<file path="src/rtl/sga_pkg.sv">
`timescale 1ns / 1ps

package sga_pkg;

  // Fixed field widths of the stream payloads
  localparam int unsigned FIELD_W    = 64;
  localparam int unsigned S_TDATA_W  = 2 * FIELD_W;
  localparam int unsigned M_TDATA_W  = 2 * FIELD_W;
  localparam int unsigned CFG_IDX_W  = 2;
  localparam int unsigned CFG_DATA_W = 8;

  // Row queue between front and back
  localparam int unsigned QDEPTH = 4;
  localparam int unsigned QPTR_W = 2;
  localparam int unsigned QCNT_W = 3;

  // Register indexes
  localparam logic [CFG_IDX_W-1:0] CFG_AGG_OP       = 2'd0;
  localparam logic [CFG_IDX_W-1:0] CFG_KEY_SIGNED   = 2'd1;
  localparam logic [CFG_IDX_W-1:0] CFG_VALUE_SIGNED = 2'd2;

  typedef enum logic [1:0] {
    AGG_SUM   = 2'd0,
    AGG_COUNT = 2'd1,
    AGG_MIN   = 2'd2,
    AGG_MAX   = 2'd3
  } agg_op_e;

  typedef enum logic {
    PH_ROW   = 1'b0,
    PH_FINAL = 1'b1
  } back_phase_e;

  // Classification of one row, made by the front
  typedef struct packed {
    logic open_grp;    // row starts a new group
    logic close_prev;  // row closes the group that was open
    logic present;     // value takes part in the aggregate
    logic final_row;   // last row of the table
  } row_flags_t;

  localparam int unsigned FLAGS_W = $bits(row_flags_t);

endpackage

</file>
<file path="src/rtl/sga_queue.sv">
`timescale 1ns / 1ps

module sga_queue #(
  parameter int unsigned WIDTH = 132
) (
  input  logic             clk_i,
  input  logic             rst_ni,
  input  logic             in_valid_i,
  output logic             in_ready_o,
  input  logic [WIDTH-1:0] in_data_i,
  output logic             out_valid_o,
  input  logic             out_ready_i,
  output logic [WIDTH-1:0] out_data_o
);

  logic [WIDTH-1:0]              mem_q [sga_pkg::QDEPTH];
  logic [sga_pkg::QPTR_W-1:0]    wr_ptr_q, wr_ptr_d;
  logic [sga_pkg::QPTR_W-1:0]    rd_ptr_q, rd_ptr_d;
  logic [sga_pkg::QCNT_W-1:0]    cnt_q, cnt_d;
  logic                          push, pop;

  assign in_ready_o  = (cnt_q != sga_pkg::QCNT_W'(sga_pkg::QDEPTH));
  assign out_valid_o = (cnt_q != '0);
  assign out_data_o  = mem_q[rd_ptr_q];
  assign push        = in_valid_i && in_ready_o;
  assign pop         = out_ready_i && out_valid_o;

  always_comb begin
    wr_ptr_d = push ? wr_ptr_q + 1'b1 : wr_ptr_q;
    rd_ptr_d = pop ? rd_ptr_q + 1'b1 : rd_ptr_q;
    cnt_d    = cnt_q;
    if (push && !pop) begin
      cnt_d = cnt_q + 1'b1;
    end else if (pop && !push) begin
      cnt_d = cnt_q - 1'b1;
    end
  end

  always_ff @(posedge clk_i or negedge rst_ni) begin
    if (!rst_ni) begin
      wr_ptr_q <= '0;
      rd_ptr_q <= '0;
      cnt_q    <= '0;
    end else begin
      wr_ptr_q <= wr_ptr_d;
      rd_ptr_q <= rd_ptr_d;
      cnt_q    <= cnt_d;
    end
  end

  always_ff @(posedge clk_i) begin
    if (push) begin
      mem_q[wr_ptr_q] <= in_data_i;
    end
  end

endmodule

</file>
<file path="src/rtl/sga_front.sv">
`timescale 1ns / 1ps

module sga_front #(
  parameter int unsigned KEY_WIDTH   = 64,
  parameter int unsigned VALUE_WIDTH = 64,
  localparam int unsigned ENTRY_W    = KEY_WIDTH + sga_pkg::FIELD_W + sga_pkg::FLAGS_W
) (
  input  logic                        clk_i,
  input  logic                        rst_ni,
  input  logic                        key_signed_i,
  input  logic                        value_signed_i,
  input  logic                        row_valid_i,
  output logic                        row_ready_o,
  input  logic [sga_pkg::FIELD_W-1:0] row_key_i,
  input  logic [sga_pkg::FIELD_W-1:0] row_value_i,
  input  logic                        value_present_i,
  input  logic                        final_row_i,
  output logic                        push_valid_o,
  input  logic                        push_ready_i,
  output logic [ENTRY_W-1:0]          push_data_o
);

  logic                        group_open_q, group_open_d;
  logic [KEY_WIDTH-1:0]        cur_key_q, cur_key_d;
  logic [KEY_WIDTH-1:0]        key;
  logic [sga_pkg::FIELD_W-1:0] value_ext;
  logic                        key_gt;
  logic                        accept;
  sga_pkg::row_flags_t         flags;

  assign key          = row_key_i[KEY_WIDTH-1:0];
  assign row_ready_o  = push_ready_i;
  assign push_valid_o = row_valid_i;
  assign accept       = row_valid_i && push_ready_i;

  // strictly greater than the group's first key
  assign key_gt = key_signed_i ? ($signed(key) > $signed(cur_key_q)) : (key > cur_key_q);

  always_comb begin
    for (int i = 0; i < sga_pkg::FIELD_W; i++) begin
      if (i < VALUE_WIDTH) begin
        value_ext[i] = row_value_i[i];
      end else begin
        value_ext[i] = value_signed_i & row_value_i[VALUE_WIDTH-1];
      end
    end
  end

  always_comb begin
    flags.open_grp   = !group_open_q || key_gt;
    flags.close_prev = group_open_q && key_gt;
    flags.present    = value_present_i;
    flags.final_row  = final_row_i;
    group_open_d     = group_open_q;
    cur_key_d        = cur_key_q;
    if (accept) begin
      if (final_row_i) begin
        group_open_d = 1'b0;
        cur_key_d    = '0;
      end else if (flags.open_grp) begin
        group_open_d = 1'b1;
        cur_key_d    = key;
      end
    end
  end

  assign push_data_o = {flags, value_ext, key};

  always_ff @(posedge clk_i or negedge rst_ni) begin
    if (!rst_ni) begin
      group_open_q <= 1'b0;
      cur_key_q    <= '0;
    end else begin
      group_open_q <= group_open_d;
      cur_key_q    <= cur_key_d;
    end
  end

endmodule

</file>
<file path="src/rtl/sga_back.sv">
`timescale 1ns / 1ps

module sga_back #(
  parameter int unsigned KEY_WIDTH = 64,
  localparam int unsigned ENTRY_W  = KEY_WIDTH + sga_pkg::FIELD_W + sga_pkg::FLAGS_W
) (
  input  logic                        clk_i,
  input  logic                        rst_ni,
  input  sga_pkg::agg_op_e            agg_op_i,
  input  logic                        value_signed_i,
  input  logic                        row_valid_i,
  output logic                        row_pop_o,
  input  logic [ENTRY_W-1:0]          row_data_i,
  output logic                        res_valid_o,
  input  logic                        res_ready_i,
  output logic [KEY_WIDTH-1:0]        res_key_o,
  output logic [sga_pkg::FIELD_W-1:0] res_value_o,
  output logic                        res_present_o,
  output logic                        res_last_o
);

  localparam int unsigned VW = sga_pkg::FIELD_W;

  sga_pkg::back_phase_e  phase_q, phase_d;
  logic [KEY_WIDTH-1:0]  key_q, key_d;
  logic [VW-1:0]         acc_q, acc_d;
  logic                  pres_q, pres_d;

  logic                  ovalid_q, ovalid_d;
  logic [KEY_WIDTH-1:0]  okey_q, okey_d;
  logic [VW-1:0]         oval_q, oval_d;
  logic                  opres_q, opres_d;
  logic                  olast_q, olast_d;

  logic [KEY_WIDTH-1:0]  e_key;
  logic [VW-1:0]         e_val;
  sga_pkg::row_flags_t   e_flags;
  logic [KEY_WIDTH-1:0]  base_key;
  logic [VW-1:0]         base_acc, app_acc;
  logic                  base_pres, app_pres;
  logic                  can_load, out_load, lt_new, lt_old;

  assign e_key    = row_data_i[KEY_WIDTH-1:0];
  assign e_val    = row_data_i[KEY_WIDTH +: VW];
  assign e_flags  = sga_pkg::row_flags_t'(row_data_i[KEY_WIDTH+VW +: sga_pkg::FLAGS_W]);
  assign can_load = !ovalid_q || res_ready_i;

  assign base_key  = e_flags.open_grp ? e_key : key_q;
  assign base_acc  = e_flags.open_grp ? '0 : acc_q;
  assign base_pres = e_flags.open_grp ? 1'b0 : pres_q;

  assign lt_new = value_signed_i ? ($signed(e_val) < $signed(base_acc)) : (e_val < base_acc);
  assign lt_old = value_signed_i ? ($signed(base_acc) < $signed(e_val)) : (base_acc < e_val);

  // fold this row's value into the group
  always_comb begin
    app_acc  = base_acc;
    app_pres = base_pres;
    if (e_flags.present) begin
      app_pres = 1'b1;
      case (agg_op_i)
        sga_pkg::AGG_COUNT: app_acc = base_acc + VW'(1);
        sga_pkg::AGG_SUM:   app_acc = base_pres ? base_acc + e_val : e_val;
        sga_pkg::AGG_MIN:   if (!base_pres || lt_new) app_acc = e_val;
        sga_pkg::AGG_MAX:   if (!base_pres || lt_old) app_acc = e_val;
        default:            app_acc = base_acc;
      endcase
    end
  end

  always_comb begin
    phase_d   = phase_q;
    key_d     = key_q;
    acc_d     = acc_q;
    pres_d    = pres_q;
    row_pop_o = 1'b0;
    out_load  = 1'b0;
    okey_d    = okey_q;
    oval_d    = oval_q;
    opres_d   = opres_q;
    olast_d   = olast_q;
    case (phase_q)
      sga_pkg::PH_ROW: begin
        if (row_valid_i) begin
          if (e_flags.close_prev) begin
            if (can_load) begin
              out_load = 1'b1;
              okey_d   = key_q;
              oval_d   = pres_q ? acc_q : '0;
              opres_d  = pres_q;
              olast_d  = 1'b0;
              key_d    = base_key;
              acc_d    = app_acc;
              pres_d   = app_pres;
              if (e_flags.final_row) begin
                phase_d = sga_pkg::PH_FINAL;  // one-row group still to flush
              end else begin
                row_pop_o = 1'b1;
              end
            end
          end else if (e_flags.final_row) begin
            if (can_load) begin
              out_load  = 1'b1;
              okey_d    = base_key;
              oval_d    = app_pres ? app_acc : '0;
              opres_d   = app_pres;
              olast_d   = 1'b1;
              key_d     = '0;
              acc_d     = '0;
              pres_d    = 1'b0;
              row_pop_o = 1'b1;
            end
          end else begin
            key_d     = base_key;
            acc_d     = app_acc;
            pres_d    = app_pres;
            row_pop_o = 1'b1;
          end
        end
      end
      sga_pkg::PH_FINAL: begin
        if (can_load) begin
          out_load  = 1'b1;
          okey_d    = key_q;
          oval_d    = pres_q ? acc_q : '0;
          opres_d   = pres_q;
          olast_d   = 1'b1;
          key_d     = '0;
          acc_d     = '0;
          pres_d    = 1'b0;
          row_pop_o = 1'b1;
          phase_d   = sga_pkg::PH_ROW;
        end
      end
      default: phase_d = sga_pkg::PH_ROW;
    endcase
    if (out_load) begin
      ovalid_d = 1'b1;
    end else if (res_ready_i) begin
      ovalid_d = 1'b0;
    end else begin
      ovalid_d = ovalid_q;
    end
  end

  always_ff @(posedge clk_i or negedge rst_ni) begin
    if (!rst_ni) begin
      phase_q  <= sga_pkg::PH_ROW;
      key_q    <= '0;
      acc_q    <= '0;
      pres_q   <= 1'b0;
      ovalid_q <= 1'b0;
    end else begin
      phase_q  <= phase_d;
      key_q    <= key_d;
      acc_q    <= acc_d;
      pres_q   <= pres_d;
      ovalid_q <= ovalid_d;
    end
  end

  always_ff @(posedge clk_i) begin
    okey_q  <= okey_d;
    oval_q  <= oval_d;
    opres_q <= opres_d;
    olast_q <= olast_d;
  end

  assign res_valid_o   = ovalid_q;
  assign res_key_o     = okey_q;
  assign res_value_o   = oval_q;
  assign res_present_o = opres_q;
  assign res_last_o    = olast_q;

endmodule

</file>
<file path="src/rtl/sorted_groupby_aggregator.sv">
`timescale 1ns / 1ps

// Group-by aggregation over a key column sorted ascending.
// Slave stream s_axis_*: one row per beat (key, value, value-present flag in
// tuser, last row of the table in tlast). Master stream m_axis_*: one beat per
// closed group (first key, aggregate, aggregate-present in tuser, final group
// of the table in tlast). cfg_*: register writes (index, data), always ready;
// write only while the block is idle.
// Path: a row that closes a group is written into the row queue, then the back
// end loads the group's beat into its output register, which drives
// m_axis_tvalid.
// Throughput: one row per cycle unless a stalled output beat holds the back
// end, set by its single add/compare per row. A final row whose key also closes
// the open group yields two beats and holds the back end until both are loaded.
// Reset: all groups are dropped, registers return to sum, unsigned keys and
// unsigned values, and m_axis_tvalid goes low.
// Stall: while m_axis_tready is low the output beat holds; rows that give no
// beat keep draining, and the 4-row queue absorbs the rest before
// s_axis_tready drops.
module sorted_groupby_aggregator #(
  parameter int unsigned KEY_WIDTH   = 64,
  parameter int unsigned VALUE_WIDTH = 64
) (
  input  logic                            clk_i,
  input  logic                            rst_ni,
  // row stream
  input  logic                            s_axis_tvalid,
  output logic                            s_axis_tready,
  input  logic [sga_pkg::S_TDATA_W-1:0]   s_axis_tdata,  // row_key, row_value
  input  logic [0:0]                      s_axis_tuser,  // value_present
  input  logic                            s_axis_tlast,  // final_row
  // group stream
  output logic                            m_axis_tvalid,
  input  logic                            m_axis_tready,
  output logic [sga_pkg::M_TDATA_W-1:0]   m_axis_tdata,  // group_key, group_result
  output logic [0:0]                      m_axis_tuser,  // result_present
  output logic                            m_axis_tlast,  // last_group
  // register writes
  input  logic                            cfg_valid_i,
  output logic                            cfg_ready_o,
  input  logic [sga_pkg::CFG_IDX_W-1:0]   cfg_index_i,
  input  logic [sga_pkg::CFG_DATA_W-1:0]  cfg_data_i
);

  localparam int unsigned ENTRY_W = KEY_WIDTH + sga_pkg::FIELD_W + sga_pkg::FLAGS_W;

  sga_pkg::agg_op_e agg_op_q;
  logic             key_signed_q;
  logic             value_signed_q;
  logic             cfg_we;

  logic                        q_in_valid, q_in_ready;
  logic [ENTRY_W-1:0]          q_in_data;
  logic                        q_out_valid, q_pop;
  logic [ENTRY_W-1:0]          q_out_data;
  logic [KEY_WIDTH-1:0]        res_key;
  logic [sga_pkg::FIELD_W-1:0] res_key_ext;
  logic [sga_pkg::FIELD_W-1:0] res_value;
  logic                        res_present;

  assign cfg_ready_o = 1'b1;
  assign cfg_we      = cfg_valid_i && cfg_ready_o;

  always_ff @(posedge clk_i or negedge rst_ni) begin
    if (!rst_ni) begin
      agg_op_q       <= sga_pkg::AGG_SUM;
      key_signed_q   <= 1'b0;
      value_signed_q <= 1'b0;
    end else if (cfg_we) begin
      case (cfg_index_i)
        sga_pkg::CFG_AGG_OP:       agg_op_q       <= sga_pkg::agg_op_e'(cfg_data_i[1:0]);
        sga_pkg::CFG_KEY_SIGNED:   key_signed_q   <= cfg_data_i[0];
        sga_pkg::CFG_VALUE_SIGNED: value_signed_q <= cfg_data_i[0];
        default: ;  // unused index: ignored
      endcase
    end
  end

  // front: tracks the open group's key and classifies each row
  sga_front #(
    .KEY_WIDTH   (KEY_WIDTH),
    .VALUE_WIDTH (VALUE_WIDTH)
  ) u_front (
    .clk_i           (clk_i),
    .rst_ni          (rst_ni),
    .key_signed_i    (key_signed_q),
    .value_signed_i  (value_signed_q),
    .row_valid_i     (s_axis_tvalid),
    .row_ready_o     (s_axis_tready),
    .row_key_i       (s_axis_tdata[sga_pkg::FIELD_W-1:0]),
    .row_value_i     (s_axis_tdata[sga_pkg::S_TDATA_W-1:sga_pkg::FIELD_W]),
    .value_present_i (s_axis_tuser[0]),
    .final_row_i     (s_axis_tlast),
    .push_valid_o    (q_in_valid),
    .push_ready_i    (q_in_ready),
    .push_data_o     (q_in_data)
  );

  sga_queue #(
    .WIDTH (ENTRY_W)
  ) u_queue (
    .clk_i       (clk_i),
    .rst_ni      (rst_ni),
    .in_valid_i  (q_in_valid),
    .in_ready_o  (q_in_ready),
    .in_data_i   (q_in_data),
    .out_valid_o (q_out_valid),
    .out_ready_i (q_pop),
    .out_data_o  (q_out_data)
  );

  // back: accumulates and emits closed groups
  sga_back #(
    .KEY_WIDTH (KEY_WIDTH)
  ) u_back (
    .clk_i          (clk_i),
    .rst_ni         (rst_ni),
    .agg_op_i       (agg_op_q),
    .value_signed_i (value_signed_q),
    .row_valid_i    (q_out_valid),
    .row_pop_o      (q_pop),
    .row_data_i     (q_out_data),
    .res_valid_o    (m_axis_tvalid),
    .res_ready_i    (m_axis_tready),
    .res_key_o      (res_key),
    .res_value_o    (res_value),
    .res_present_o  (res_present),
    .res_last_o     (m_axis_tlast)
  );

  // zero-extend the key to the field width
  always_comb begin
    for (int i = 0; i < sga_pkg::FIELD_W; i++) begin
      res_key_ext[i] = (i < KEY_WIDTH) ? res_key[i] : 1'b0;
    end
  end

  assign m_axis_tdata = {res_value, res_key_ext};
  assign m_axis_tuser = res_present;

endmodule

</file>
<file path="config.mk">
export PLATFORM = sky130hd
export DESIGN_NAME = sorted_groupby_aggregator
export DESIGN_NICKNAME = d
export VERILOG_FILES = /design/src/rtl/sga_pkg.sv /design/src/rtl/sga_queue.sv /design/src/rtl/sga_front.sv /design/src/rtl/sga_back.sv /design/src/rtl/sorted_groupby_aggregator.sv
export SDC_FILE = /design/constraint.sdc
export NUM_CORES = 2
export LEC_CHECK = 0
export BUFFER_PORTS_ARGS = -buffer_cell sky130_fd_sc_hd__buf_2
export CAP_MARGIN = 20
export CORE_MARGIN = 8
export CORE_UTILIZATION = 62
export CTS_CLUSTER_DIAMETER = 120
export DETAILED_ROUTE_END_ITERATION = 10
export PLACE_DENSITY = 0.81
export SYNTH_ARGS = -nofsm -noshare
export SYNTH_HDL_FRONTEND = slang
export SYNTH_SLANG_ARGS = --single-unit
</file>
<file path="constraint.sdc">
create_clock -name clk_i -period 13.8 [get_ports clk_i]
set_input_delay 2.76 -clock clk_i [delete_from_list [all_inputs] [get_ports clk_i]]
set_output_delay 2.76 -clock clk_i [all_outputs]
set_load 0.02 [all_outputs]
</file>
==> metrics.md <==
| Metric | Value |
|---|---|
| Final Cycle Share | 61.61% |
| Cells after Synth | 4303 |
| H-tree depth | 3 |
| Fillers | 5521 |
| CP max FO | 42 |
| Sum of negative setup slack | 0 ns |
| Tightest Pin Transition | 1.200 ns |
| Sequential area share after synthesis | 52.09% |
| Class of the worst hold path | register to register |
| Worst-path clk slew | 0.06 ns |
| Final hold violation count | 0 |
| Synth cell types | 88 |
| Fin nets | 4846 |
| Via count | 38290 |
| Hold Buf Count CTS | 0 |
| Async SR Flop Fraction | 23.93% |
| DRC violations left | 0 |
| Slew headroom | 19.71% |
| Critical-path top delay cell | a21oi_1 |
| Ports | 278 |
| Core area | 0.07696 mm2 |
| R2r startpoint | u_queue.rd_ptr_q[0]$_DFFE_PN0P_ |
| Area growth from synthesis to layout | 10.87% |
| Fin cells | 5567 |
| Mapped cell area | 0.04788 mm2 |
| Post-DRT Antenna Nets | 0 |
| Post-Route WL | 155400 um |
| Routed len/inst | 27.92 um |
| HPWL after DPL | 102100 um |
| Hold Path Stages | 1 |
| Final setup violation count | 0 |
| Total global-route track usage | 35.00% |
| Cts repair resizes | 0 |
| Number of global-route vias before repair | 37220 |
| WP data required | 14.15 ns |
| Die Width | 293.9 um |
| Max Clock Skew | 0.04464 ns |
| Die H | 293.9 um |
| Ys flop type | edfxtp_1 |
| Crit Reg-Reg Endpoint | u_back.res_value_o[59]$_DFFE_PP_ |
| Clk sinks | 865 |
| Most frequent cells in the layout | edfxtp_1 (658), nand2_1 (471), a21oi_1 (349), o21ai_0 (281), buf_2 (269) |
| CP Launch Type | register |
| TritonCTS clock tree | built |
| Slack of the worst reg-to-reg path | 5.30 ns |
| Share of layout cells above drive strength 1 | 14.63% |
| First-pass GRT wire length | 231000 um |
| Clk root buf | clkbuf_16 |
| Run status | complete, no violations |
| I/O Buffers | 270 |
| Crit-path most repeated cell | nand4_1 |
| Synth Area in Compound Gates | 14.62% |
| Die ar. | 0.08637 mm2 |
| Worst-Skew Late Latency | 0.67 ns |
| Largest family of logic cells by synthesized area | compound AO/OA/AOI/OAI gates |
| Max cap viols | 0 |
| Setup bufs post-CTS | 0 |
| Crit end category | register |
| Slew Limit Fails | 0 |
| Area share of fa/ha/maj cells after synthesis | 6.904% |
| Worst setup path category | register to register |
| Yosys reg bits | 865 |
| Cells along the critical path | mux4_4, buf_4, nor2b_1, ha_1, or4_4, nor3_1, nand4_1, or2_4, o2111a_1, nand4_1, nand2_1, a21oi_1, o21ai_0, a211oi_1, o221ai_1 |
| Post-layout minimum cycle time | 8.502 ns |
| Number of antenna violations at the first check in global routing | 18 |
| GRT overflow | 0 |
| Global placement routability congestion | 1.031 |
| Critical Path Max Stage Delay | 1.15 ns |
| Commonest non-fill, non-tap cell in the layout | edfxtp_1 |
| Post-synthesis mux area share | 8.420% |
| Syn Area/Cell | 11.13 um2 |
| Worst hold path startpoint | u_queue.cnt_q[2]$_DFFE_PN0P_ |
| Worst IR drop on VDD | 0.2797 mV |
| Initial core utilization | 62.22% |
| Largest net degree at the start of global routing | 132 |
| Pwr dens | 259.2 mW/mm2 |
| Yosys warns | 0 |
| Maximum clock rate | 0.1176 GHz |
| Synthesized net count | 4711 |
| Synth Area in XOR/XNOR | 1.408% |
| Placed insts | 5385 |
| RSZ-0062 raised after global routing | no |
| Via/cell ratio | 6.877 |
| Post-synth EDFFs | 658 |
| Final Core Density | 68.98% |
| Hold endpoint | u_queue.cnt_q[2]$_DFFE_PN0P_ |
| Post-Synth Simple-Gate Area | 12.25% |
| Leakage | 0.02107 uW |
| Crit path from | u_queue.rd_ptr_q[0]$_DFFE_PN0P_ |
| 1st-iter DRT viols | 5530 |
| Worst Reg-to-Reg Cells | 15 |
| Num CTS Buffers | 88 |
| # rows | 102 |
| Worst Path Arrival | 8.86 ns |
| CTS Buffer Depth | 3 |
| Initial DRT Pass Iterations | 8 |
==> worst max-delay path by stage <==
stage | slack [ns] | cells past startpoint | to
detailed placement | 5.66 | 15 | u_back.res_value_o[59]$_DFFE_PP_
global route | 5.13 | 16 | u_back.res_value_o[59]$_DFFE_PP_
finish | 5.30 | 15 | u_back.res_value_o[59]$_DFFE_PP_
CTS | 5.60 | 15 | u_back.res_value_o[59]$_DFFE_PP_
floorplan | 0.54 | 5 | u_back.res_key_o[0]$_DFFE_PP_
global placement | 5.74 | 15 | u_back.res_value_o[59]$_DFFE_PP_
==> report_power, final <==
group	switching, uW	total, uW	internal [uW]
clock	1060	2430	1380
combinational	4800	7060	2260
sequential	489	4270	3780
total	6340	13800	7420
==> routing by layer <==
metal | GRT usage, % | vias up | wire length (um)
met1 | 46.68 | 18680 | 57510
met3 | 10.78 | 457 | 21130
met4 | 16.83 | 4 | 7924
met5 | 0 | - | 46
li1 | - | 16390 | -
met2 | 52.25 | 2757 | 68810
==> cells in the mapped netlist, drive strengths merged (8+ instances only) <==
library cell	instances	area share (%)
nor4	21	0.27
a21oi	351	3.7
buf	46	0.50
a21boi	12	0.19
a21o	52	0.82
and3	127	1.7
nand2	471	3.7
mux2i	102	2.1
nand4	65	0.85
or4	8	0.14
a211oi	31	0.49
o221ai	29	0.54
or2	9	0.12
edfxtp	658	41
ha	261	6.8
a221oi	28	0.51
nor2	170	1.3
inv	238	1.9
o21bai	20	0.31
o21ai	286	3.0
dfrtp	207	11
mux4	128	6.0
nor3	124	1.3
a221o	15	0.31
mux2	11	0.26
o21a	14	0.22
o32ai	9	0.16
nand3	96	1.0
and2	13	0.17
nor2b	78	1.0
o22ai	35	0.46
o31ai	22	0.34
clkbuf	246	1.9
a31oi	31	0.41
a41o	63	1.3
xor2	19	0.35
o211ai	14	0.22
xnor2	58	1.1
a22oi	10	0.16
nand2b	14	0.18
==> per-stage QoR <==
step           setup WS (ns)  total power [uW]  cell area, um2  hold slack, ns
2_1_floorplan         0.5390              8896           47880          0.4636
3_3_place_gp           5.744             10900           50040          0.4840
3_5_place_dp           5.664             11070           50040          0.4870
4_1_cts                5.596             13530           53010          0.4956
5_1_grt                5.125             14350           53080          0.5128
6_report               5.298             13760           53090          0.4990
==> sequential cells by signal, indices dropped and copies added, names as in the netlist, 2 cells and up <==
name,cells
u_queue.wr_ptr_q,2
u_front.cur_key_q,64
u_queue.mem_q,528
agg_op_q,2
u_back.acc_q,64
u_queue.cnt_q,3
u_queue.rd_ptr_q,2
u_back.key_q,64
u_back.res_key_o,64
u_back.res_value_o,64
==> final cells by class <==
cell class              instances  area, um2  area share, %
repair buffers                337       1889          3.559
diodes                         16      40.04        0.07542
clock inverters                45      488.0         0.9192
multi-input cells            2907      21040          39.63
inverters                     239      897.1          1.690
clock buffers                 118       2487          4.685
flip-flops and latches        865      24950          46.99
well taps                    1040       1301          2.451
==> logic make-up after synthesis <==
kind of cell / after synthesis
compound gates: 1098
xor+xnor: 77
fa+ha+maj: 263
buf+inv: 531
flops: 865
mux: 241
other cells: 1
simple gates: 1227
==> worst max-delay path, delay by kind of cell, from the launching register on <==
kind                       cells  cell delay (ns)
AOI/OAI and AO/OA              5             2.12
DFF                            1             0.79
adders and majority gates      1             0.44
muxes                          1             1.07
buffers and inverters          1             0.48
and+or+nand+nor                7             3.27
No activity file was read; power rests on OpenSTA's default activity.
